**src/design/dual_schmitt_spike_peak_detector_defines.svh**
```systemverilog
// Assertion macros for the dual Schmitt spike peak detector.
// Used by the top level; expects clk_i and rst_ni in scope.
`ifndef DUAL_SCHMITT_SPIKE_PEAK_DETECTOR_DEFINES_SVH
`define DUAL_SCHMITT_SPIKE_PEAK_DETECTOR_DEFINES_SVH

`ifndef SYNTHESIS

`define DSSP_ASSERT(lbl, prop, msg) \
  lbl: assert property (@(posedge clk_i) disable iff (!rst_ni) (prop)) else $error(msg);

`define DSSP_ASSERT_NEVER(lbl, cond, msg) \
  `DSSP_ASSERT(lbl, !(cond), msg)

`else

`define DSSP_ASSERT(lbl, prop, msg)

`define DSSP_ASSERT_NEVER(lbl, cond, msg)

`endif

`endif

```
**src/design/dssp_pkg.sv**
```systemverilog
// Shared types and constants for the dual Schmitt spike peak detector.
// No dependencies.
package dssp_pkg;

  localparam int ChanW   = 2;
  localparam int SampleW = 16;
  localparam int ThrW    = 15;
  localparam int IndexW  = 32;

  localparam logic PolPos = 1'b0;
  localparam logic PolNeg = 1'b1;

  // What one trigger reports for the sample under evaluation
  typedef struct packed {
    logic               fire;
    logic [SampleW-1:0] value;
    logic [IndexW-1:0]  index;
  } trig_res_t;

endpackage

```
**src/design/dssp_trigger.sv**
```systemverilog
// One Schmitt trigger per channel with peak tracking (either polarity).
// Depends on dssp_pkg.
module dssp_trigger import dssp_pkg::*; #(
  parameter int CHANNELS = 4
) (
  input  logic               clk_i,
  input  logic               rst_ni,
  input  logic               pol_i,
  input  logic               en_i,
  input  logic [(CHANNELS > 1 ? $clog2(CHANNELS) : 1)-1:0] ch_idx_i,
  input  logic [SampleW-1:0] sample_i,
  input  logic [ThrW-1:0]    thr_i,
  input  logic [IndexW-1:0]  count_i,
  output trig_res_t          res_o
);

  localparam int ChIdxW = (CHANNELS > 1) ? $clog2(CHANNELS) : 1;

  logic [CHANNELS-1:0] armed_q;
  logic [SampleW-1:0]  peak_q [CHANNELS];
  logic [IndexW-1:0]   at_q   [CHANNELS];

  logic signed [SampleW-1:0] s;
  logic signed [SampleW-1:0] thr_pos;
  logic signed [SampleW-1:0] thr_neg;
  logic signed [SampleW-1:0] peak;
  logic                      armed;
  logic                      arm;
  logic                      disarm;
  logic                      better;
  logic                      load_peak;

  assign s       = $signed(sample_i);
  assign thr_pos = $signed({1'b0, thr_i});
  assign thr_neg = -thr_pos;
  assign armed   = armed_q[ch_idx_i];
  assign peak    = $signed(peak_q[ch_idx_i]);

  always_comb begin
    if (pol_i == PolNeg) begin
      arm    = s < thr_neg;
      disarm = s > 16'sd0;
      better = s < peak;
    end else begin
      arm    = s > thr_pos;
      disarm = s < 16'sd0;
      better = s > peak;
    end
  end

  // Arming sample seeds the peak; strict compare keeps the earliest index on ties
  assign load_peak = en_i & ((!armed & arm) | (armed & !disarm & better));

  assign res_o.fire  = armed & disarm;
  assign res_o.value = peak_q[ch_idx_i];
  assign res_o.index = at_q[ch_idx_i];

  always_ff @(posedge clk_i or negedge rst_ni) begin
    if (!rst_ni) begin
      armed_q <= '0;
    end else if (en_i) begin
      for (int c = 0; c < CHANNELS; c++) begin
        if (ch_idx_i == ChIdxW'(c)) begin
          if (!armed) begin
            armed_q[c] <= arm;
          end else if (disarm) begin
            armed_q[c] <= 1'b0;
          end
        end
      end
    end
  end

  always_ff @(posedge clk_i) begin
    for (int c = 0; c < CHANNELS; c++) begin
      if (load_peak && ch_idx_i == ChIdxW'(c)) begin
        peak_q[c] <= sample_i;
        at_q[c]   <= count_i;
      end
    end
  end

endmodule

```
**src/design/dual_schmitt_spike_peak_detector.sv**
```systemverilog
// Dual Schmitt spike peak detector, top level. Depends on dssp_pkg, dssp_trigger.
// Input register -> trigger evaluation -> result register.
`include "dual_schmitt_spike_peak_detector_defines.svh"

// Takes one sample per clock, tagged with its channel, unless a result waits on
// a full output register, a rate set by the read-modify-write of the per-channel
// trigger state; each channel runs a positive and a negative Schmitt trigger
// that report the peak value and the per-channel sample index when they disarm.
// A result is written to the output register as its sample leaves the input
// register. Samples on a channel number of CHANNELS or above are dropped.
// The output register holds a result until taken; while it is full, a sample
// that produces no result still passes, and one that does waits. The
// threshold may be written only while no transaction is in flight.
module dual_schmitt_spike_peak_detector import dssp_pkg::*; #(
  parameter int CHANNELS = 4
) (
  input  logic               clk_i,
  input  logic               rst_ni,
  input  logic               cfg_valid_i,
  output logic               cfg_ready_o,
  input  logic [ThrW-1:0]    cfg_data_i,
  input  logic               in_valid_i,
  output logic               in_ready_o,
  input  logic [ChanW-1:0]   channel_i,
  input  logic [SampleW-1:0] sample_i,
  output logic               out_valid_o,
  input  logic               out_ready_i,
  output logic [ChanW-1:0]   spike_channel_o,
  output logic               polarity_o,
  output logic [SampleW-1:0] peak_value_o,
  output logic [IndexW-1:0]  peak_index_o
);

  localparam int ChIdxW = (CHANNELS > 1) ? $clog2(CHANNELS) : 1;

  logic [ThrW-1:0]    thr_q;
  logic               s1_valid_q, s1_valid_d;
  logic [ChanW-1:0]   s1_ch_q;
  logic [SampleW-1:0] s1_sample_q;
  logic [IndexW-1:0]  cnt_q [CHANNELS];
  logic               out_valid_q, out_valid_d;
  logic [ChanW-1:0]   out_ch_q;
  logic               out_pol_q;
  logic [SampleW-1:0] out_value_q;
  logic [IndexW-1:0]  out_index_q;

  logic              in_range;
  logic [ChIdxW-1:0] ch_idx;
  logic [IndexW-1:0] count;
  logic              fire_any;
  logic              out_free;
  logic              advance;
  logic              upd;
  trig_res_t         pos_res, neg_res;

  assign cfg_ready_o = 1'b1;

  always_ff @(posedge clk_i or negedge rst_ni) begin
    if (!rst_ni) begin
      thr_q <= '0;
    end else if (cfg_valid_i && cfg_ready_o) begin
      thr_q <= cfg_data_i;
    end
  end

  assign in_range = 32'(s1_ch_q) < CHANNELS;
  assign ch_idx   = ChIdxW'(s1_ch_q);
  assign count    = cnt_q[ch_idx];

  assign fire_any   = in_range & (pos_res.fire | neg_res.fire);
  assign out_free   = !out_valid_q || out_ready_i;
  assign advance    = s1_valid_q & (!fire_any | out_free);
  assign upd        = advance & in_range;
  assign in_ready_o = !s1_valid_q || advance;

  assign s1_valid_d = (in_valid_i & in_ready_o) | (s1_valid_q & !advance);

  always_ff @(posedge clk_i or negedge rst_ni) begin
    if (!rst_ni) begin
      s1_valid_q <= 1'b0;
    end else begin
      s1_valid_q <= s1_valid_d;
    end
  end

  always_ff @(posedge clk_i) begin
    if (in_valid_i && in_ready_o) begin
      s1_ch_q     <= channel_i;
      s1_sample_q <= sample_i;
    end
  end

  dssp_trigger #(.CHANNELS(CHANNELS)) u_pos (
    .clk_i    (clk_i),
    .rst_ni   (rst_ni),
    .pol_i    (PolPos),
    .en_i     (upd),
    .ch_idx_i (ch_idx),
    .sample_i (s1_sample_q),
    .thr_i    (thr_q),
    .count_i  (count),
    .res_o    (pos_res)
  );

  dssp_trigger #(.CHANNELS(CHANNELS)) u_neg (
    .clk_i    (clk_i),
    .rst_ni   (rst_ni),
    .pol_i    (PolNeg),
    .en_i     (upd),
    .ch_idx_i (ch_idx),
    .sample_i (s1_sample_q),
    .thr_i    (thr_q),
    .count_i  (count),
    .res_o    (neg_res)
  );

  // Per-channel sample index, wraps at 2^32
  always_ff @(posedge clk_i or negedge rst_ni) begin
    if (!rst_ni) begin
      for (int c = 0; c < CHANNELS; c++) begin
        cnt_q[c] <= '0;
      end
    end else if (upd) begin
      for (int c = 0; c < CHANNELS; c++) begin
        if (ch_idx == ChIdxW'(c)) begin
          cnt_q[c] <= count + 32'd1;
        end
      end
    end
  end

  assign out_valid_d = out_free ? (advance & fire_any) : out_valid_q;

  always_ff @(posedge clk_i or negedge rst_ni) begin
    if (!rst_ni) begin
      out_valid_q <= 1'b0;
    end else begin
      out_valid_q <= out_valid_d;
    end
  end

  // The two triggers never fire on the same sample
  always_ff @(posedge clk_i) begin
    if (advance && fire_any) begin
      out_ch_q <= s1_ch_q;
      if (pos_res.fire) begin
        out_pol_q   <= PolPos;
        out_value_q <= pos_res.value;
        out_index_q <= pos_res.index;
      end else begin
        out_pol_q   <= PolNeg;
        out_value_q <= neg_res.value;
        out_index_q <= neg_res.index;
      end
    end
  end

  assign out_valid_o     = out_valid_q;
  assign spike_channel_o = out_ch_q;
  assign polarity_o      = out_pol_q;
  assign peak_value_o    = out_value_q;
  assign peak_index_o    = out_index_q;

  `DSSP_ASSERT_NEVER(a_single_fire,
    s1_valid_q && in_range && pos_res.fire && neg_res.fire,
    "both triggers fired on one sample")
  `DSSP_ASSERT(a_stall_blocks_input,
    (s1_valid_q && fire_any && !out_free) |-> !in_ready_o,
    "input accepted while a result is blocked")
  `DSSP_ASSERT(a_peak_sign,
    out_valid_o |-> ((polarity_o == PolPos) ? ($signed(peak_value_o) > 16'sd0)
                                            : ($signed(peak_value_o) < 16'sd0)),
    "peak sign disagrees with polarity")

endmodule
```
**config.mk**
```make
export PLATFORM = sky130hd
export DESIGN_NAME = dual_schmitt_spike_peak_detector
export DESIGN_NICKNAME = d
export VERILOG_FILES = /design/src/design/dssp_pkg.sv /design/src/design/dssp_trigger.sv /design/src/design/dual_schmitt_spike_peak_detector.sv
export VERILOG_INCLUDE_DIRS = /design/src /design/src/design
export SDC_FILE = /design/constraint.sdc
export NUM_CORES = 1
export LEC_CHECK = 0
export BUFFER_PORTS_ARGS = -buffer_cell sky130_fd_sc_hd__buf_2
export CAP_MARGIN = 25
export CORE_MARGIN = 1.5
export CORE_UTILIZATION = 55
export CTS_CLUSTER_SIZE = 12
export DETAILED_ROUTE_END_ITERATION = 16
export PLACE_DENSITY = 0.75
export SKIP_CTS_REPAIR_TIMING = 1
export SLEW_MARGIN = 20
export SYNTH_ARGS = -nofsm -noshare
export SYNTH_HDL_FRONTEND = slang
export SYNTH_SLANG_ARGS = --single-unit
export TNS_END_PERCENT = 5
```
**constraint.sdc**
```tcl
create_clock -name clk_i -period 5.9 [get_ports clk_i]
set_input_delay 0.885 -clock clk_i [delete_from_list [all_inputs] [get_ports clk_i]]
set_output_delay 0.885 -clock clk_i [all_outputs]
set_load 0.02 [all_outputs]
```
After elaboration in Yosys (flattened, before gate mapping)
Memories as Yosys holds them, arrays and structs flattened. A register that Yosys moved wholly into a read port is not among the register bits.
Index checks and enable logic that the tools add are counted.
- bits in writable memories: 384
- bits of input ports: 38
- bits in registers: 222
- memories: 4
- output and inout bits: 54
- logic and storage cells: 175
- memory list (name ; depth ; width ; read ports ; clocked after Yosys merged registers in ; wr ports ; RTL line ; RTL):
    u_neg.at_q ; 4 ; 32 ; 1 ; 1 ; 1 ; dssp_trigger.sv:21 ; logic [IndexW-1:0] at_q [CHANNELS];
    u_pos.at_q ; 4 ; 32 ; 1 ; 1 ; 1 ; dssp_trigger.sv:21 ;
    u_neg.peak_q ; 4 ; 16 ; 1 ; 1 ; 1 ; dssp_trigger.sv:20 ; logic [SampleW-1:0] peak_q [CHANNELS];
    u_pos.peak_q ; 4 ; 16 ; 1 ; 1 ; 1 ; dssp_trigger.sv:20 ;
- multiplexer cells: 70
- reductions and logical operators: 45
- add/sub/neg operators: 2
- $lt $le $gt $ge: 8
- bitwise logic cells: 20
- eq/ne operators: 5
- operator list (cell ; number):
    32-bit 2-to-1 mux ; 9
    32-bit OR reduction ; 6
    16-bit 2-to-1 mux ; 7
    16-bit OR reduction ; 6
    32-bit binary-select mux with 2-bit select ; 1
    1-bit 2-to-1 mux ; 35
    32-bit by 1-bit adder with 32-bit output, second input constant ; 1
    16-bit > comparator ; 2
    16-bit less-than comparator ; 2
    2-bit 2-to-1 mux ; 16
    3-bit AND reduction ; 8
    16-bit by 1-bit > comparator with 1-bit output, second input constant ; 1
    16-bit by 1-bit less-than comparator with 1-bit output, second input constant ; 1
    15-bit negator with 16-bit output ; 1
    1-bit bitwise AND ; 14
    1-bit logical AND ; 10
    1-bit zero test ; 8
    2-bit AND reduction ; 4
    1-bit OR ; 5
    1-bit binary-select mux with 2-bit select ; 2
    2-bit == test, second input constant ; 2
    2-bit != test, second input constant ; 2
    3-bit greater-or-equal comparator, second input constant ; 1
    2-bit by 3-bit less-than comparator with 1-bit output, second input constant ; 1
    4 further kinds ; 5

Depth between registers and ports, before layout
- word-level depth: 15
- mapped depth: 15

Modules after synthesis
Synthesis repeated with hierarchy kept, for this count alone.
- cell total of the unflattened synthesis: 1666
- area total of the unflattened synthesis: 26500.4 um^2
- modules (own cells, without submodules) (module ; instances ; area an instance (um^2) ; cells an instance):
    dual_schmitt_spike_peak_detector ; 1 ; 9301.4 ; 722
    dssp_trigger at u_neg ; 1 ; 8612.0 ; 473
    dssp_trigger at u_pos ; 1 ; 8587.0 ; 471

Worst setup path before layout
Ideal clock, no wire load.
- path type: reg2reg
- start point: reg thr_q[4]
- end point: mem u_neg.at_q[2][0], enable pin
- setup time: 459 ps
- arrival: 5371 ps
- cell stages (with the launch flop): 15
- path slack: 70 ps
- clock period less this slack: 5830 ps
- cells stage by stage: dfrtp_1 nor3_1 nand3_1 nor3_1 nand2_1 nor3_1 xnor2_1 ha_1 a211o_1 a21oi_1 o21ai_0 a221o_1 or4_1 nand3_1 nor2b_1
- cells in the longest elaborated chain, start to end: 12
- RTL lines (item ; RTL line ; RTL):
    from (decl) ; dual_schmitt_spike_peak_detector.sv:36 ; logic [ThrW-1:0] thr_q;
    from (signal assigned) ; dual_schmitt_spike_peak_detector.sv:62 ; thr_q <= cfg_data_i;
    15-bit negator with 16-bit output (*) ; dssp_trigger.sv:35 ; assign thr_neg = -thr_pos;
    16-bit less-than comparator (*) ; - ;
    1-bit bitwise AND (*) ; dssp_trigger.sv:52 ; assign load_peak = en_i & ((!armed & arm) | (armed & !disarm & better));
    1-bit OR (*) ; dssp_trigger.sv:52 ;
    1-bit bitwise AND (*) ; dssp_trigger.sv:52 ;
    1-bit logical AND ; dssp_trigger.sv:76 ; if (load_peak && ch_idx_i == ChIdxW'(c)) begin
    1-bit 2-to-1 mux ; dssp_trigger.sv:76 ;
    1-bit 2-to-1 mux (not written as such) ; dssp_trigger.sv:78 ; at_q[c] <= count_i;
    32-bit OR reduction (no source line) ; - ;
    2-bit 2-to-1 mux (no source line) or 1-bit 2-to-1 mux (tied branches) (3 in a row) ; - ;
    to (decl) ; dssp_trigger.sv:21 ;
Every way passes the cells marked *; elsewhere a longest branch is shown, timed or not.

Worst setup path after layout
- start point: reg thr_q[4]
- end point: mem u_neg.peak_q[0][15], enable pin
- cells in the longest elaborated chain, start to end: 12
- RTL lines (item ; RTL line ; RTL):
    15-bit negator with 16-bit output (*) ; dssp_trigger.sv:35 ;
    16-bit less-than comparator (*) ; - ;
    1-bit bitwise AND (*) ; dssp_trigger.sv:52 ;
    1-bit OR (*) ; dssp_trigger.sv:52 ;
    1-bit bitwise AND (*) ; dssp_trigger.sv:52 ;
    1-bit logical AND ; dssp_trigger.sv:76 ;
    1-bit 2-to-1 mux ; dssp_trigger.sv:76 ;
    1-bit 2-to-1 mux (not written as such) ; dssp_trigger.sv:77 ; peak_q[c] <= sample_i;
    16-bit OR reduction (no source line) ; - ;
    2-bit 2-to-1 mux (no source line) or 1-bit 2-to-1 mux (tied branches) (3 in a row) ; - ;
    to (decl) ; dssp_trigger.sv:20 ;
Marks and branches as above.

==> impl_metrics.ini <==
[cts]
cts_buffer_depth = 3
clkTransAtPathRegs_ns = 0.06
cts_num_sinks = 608
clkLatencyLatePin_ns = 0.63
clock-root-buffer = clkbuf_16
cts_made_buffers = 59
cts_tree = done
cts_htree_levels = 2

[route]
via_per_inst = 6.03
routedWlPerCell_um = 23.7
drcViolationCount = 0
routed_wl_mm = 54.0
dr.first_iter.drc_count = 1542
dr.pass1.iters = 5
dr_total_vias = 13700
ant_nets = 0

[logic_synthesis]
syn_nets = 1637
ys.flop_type = edfxtp_1
synth-edff-count = 453
synthCells = 1536
syn_avg_cell_area_um2 = 16.5
synth_cell_types = 64
ys_seq_area_frac = 0.689
synth_area_um2 = 25400
yosys_warnings = 0
synth_top_area_share = 0.537
async_reset_ff_frac = 0.252
ys_seq_elements = 608
synth_top_cell_by_area = edfxtp_1
yosys-top-cells-area = edfxtp_1 (54%), dfrtp_1 (15%), mux4_2 (11%)

[worst_setup_path]
cp_max_fo = 22
worstPathArrival_ns = 5.30
start_kind = flop
crit_start = thr_q[4]
critPathRequiredTime_ns = 6.21
critPathKind = reg -> reg
reg2reg_from = thr_q[4]
cp-end-kind = flop

[final_layout]
drive_above_1_share = 0.239
finalNetCount = 1743
final_common_cell = edfxtp_1
fill_cells = 3218
seqCellArea_um2 = 17500
diodes = 0
multi_input_area_um2 = 7380
area_growth_pct = 11.1
postLayoutCellArea_um2 = 28200
final_cell_mix = edfxtp_1 (453), dfrtp_1 (153), mux4_2 (129)

[sta]
finalHoldViolCount = 0
rsz0062_at_grt = no
tightest_slew_ns = 0.971
skew_ns = 0.0129
timing.fmax_ghz = 0.201
setup_viol = 0
slew_headroom = 0.353
fin_tns_setup_ns = 0
finalMaxSlewViolations = 0
finalCriticalPeriod_ns = 4.99
period_share = 0.845

[global_routing]
grt_util_met1 = 0.335
antenna_found_initial = 3
grt_pass1_wl_mm = 83.8
met3_usage = 0.0361
gr-total-overflow = 0
busiest_layer = met2
track_usage = 0.236
grt_pass1_vias = 14200
grt_max_degree = 97
use_met2 = 0.387

[die]
die_area_um2 = 47400
io_pins = 92
fp-row-count = 78
start_util = 0.557
dieWidth_um = 218
core_area_um2 = 45500
die_y_um = 218

[run_status]
status = finished, final reports clean

[placed_design]
place_hpwl_mm = 31.9
placed_area_um2 = 26500
portBuffers = 90
place.gp.congestion = 0.874

[power_and_ir_drop]
p_leak_uw = 0.0103
p_per_area_nw_per_um2 = 396
ir_drop_uv = 280

[flow_run]
drv_cap = 0

[min_path]
hold_class = in -> async
-- worst paths after layout --
path                                        to  slack, ns  depth (start not counted)
setup / recovery           u_neg.peak_q[0][15]       0.91                         15
hold / removal                       cnt_q[78]       0.35                          1
setup reg to reg           u_neg.peak_q[0][15]       0.91                         15
hold reg to reg                       cnt_q[0]       0.47                          2
max in group asynchronous             thr_q[5]       4.23                          2
min in group clk_i              s1_sample_q[1]       0.43                          1
-- cells by family (layout without fill, tap and decap cells) --
| family | Yosys count | after routing | synth area share |
|---|---|---|---|
| other | 1 | 1 | 0.000148 |
| AOI/OAI and AO/OA | 198 | 198 | 0.0426 |
| adders and majority gates | 63 | 63 | 0.0311 |
| buffers and inverters | 125 | 261 | 0.0222 |
| xor gates and xnor gates | 41 | 41 | 0.0142 |
| muxes | 187 | 187 | 0.141 |
| DFF | 608 | 608 | 0.689 |
| and+or+nand+nor | 313 | 313 | 0.0602 |
-- power breakdown --
group	switching (µW)	leakage [µW]	internal, µW
sequential	287	0.00599	5430
clock	1530	0.000808	1850
combinational	1290	0.00349	778
total	3100	0.0103	8050
-- metal layers --
layer | wire (µm) | part of all wire | up-vias
met5 | 0 | 0 | -
li1 | - | - | 6091
met2 | 26800 | 0.50 | 494
met1 | 22300 | 0.41 | 7028
met4 | 1090 | 0.020 | 0
met3 | 3790 | 0.070 | 80
-- state kept, by name, indices dropped and copies added, names as in the netlist, named ones only --
register	flops
cnt_q	128
u_neg.at_q	128
u_pos.at_q	128
u_neg.peak_q	64
u_pos.peak_q	64
peak_index_o	32
peak_value_o	16
s1_sample_q	16
thr_q	15
u_neg.armed_q	4
u_pos.armed_q	4
ch_idx	2
spike_channel_o	2
out_valid_o	1
polarity_o	1
s1_valid_q	1
-- Yosys cell counts, drive strengths merged (2+ instances only) --
master,instances
edfxtp,453
dfrtp,153
nand2,131
mux4,129
o21ai,98
nor2,73
a21oi,70
ha,63
inv,56
mux2,55
buf,38
clkbuf,31
xnor2,26
nand3,17
nand4,16
nor3,16
xor2,15
nor4,11
nand2b,10
nor2b,10
and3,7
a21o,6
and4,6
and2,5
o211ai,4
a211oi,3
a22o,3
mux2i,3
o21a,3
or2,3
a221oi,2
a31oi,2
dfxtp,2
nor4b,2
-- critical path: stages, from the launching register on --
cell,delay [ns]
dfrtp_1,0.40
nor3_1,0.23
nand3_1,0.16
nor3_1,0.40
nand2_1,0.22
nor3_1,0.22
xnor2_1,0.16
ha_1,0.28
a211o_1,0.31
a21oi_1,0.11
o21ai_0,0.10
a221o_1,0.36
or4_1,0.55
nand3_1,0.18
and2_2,0.61
buf_4,0.37
-- area by class of cell --
type | instances | share of cell area
flip-flops and latches | 608 | 0.621
well taps | 600 | 0.0267
clock buffers | 80 | 0.0559
repair buffers | 114 | 0.0239
clock inverters | 11 | 0.00329
inverters | 56 | 0.00746
multi-input cells | 803 | 0.262
-- through the flow --
stage,util,instances,hold WS (ns),total power [µW],setup slack [ns]
final,0.619,2272,0.348,11200,0.913
after global routing,0.619,2272,0.391,11600,0.594
after CTS,0.619,2272,0.363,11200,0.915
after detailed placement,0.583,2181,0.458,7840,0.934
after global placement,0.583,2181,0.456,7720,1.16
after floorplan,-,1536,0.441,7150,0.0697
(Power assumes the default switching activity.)
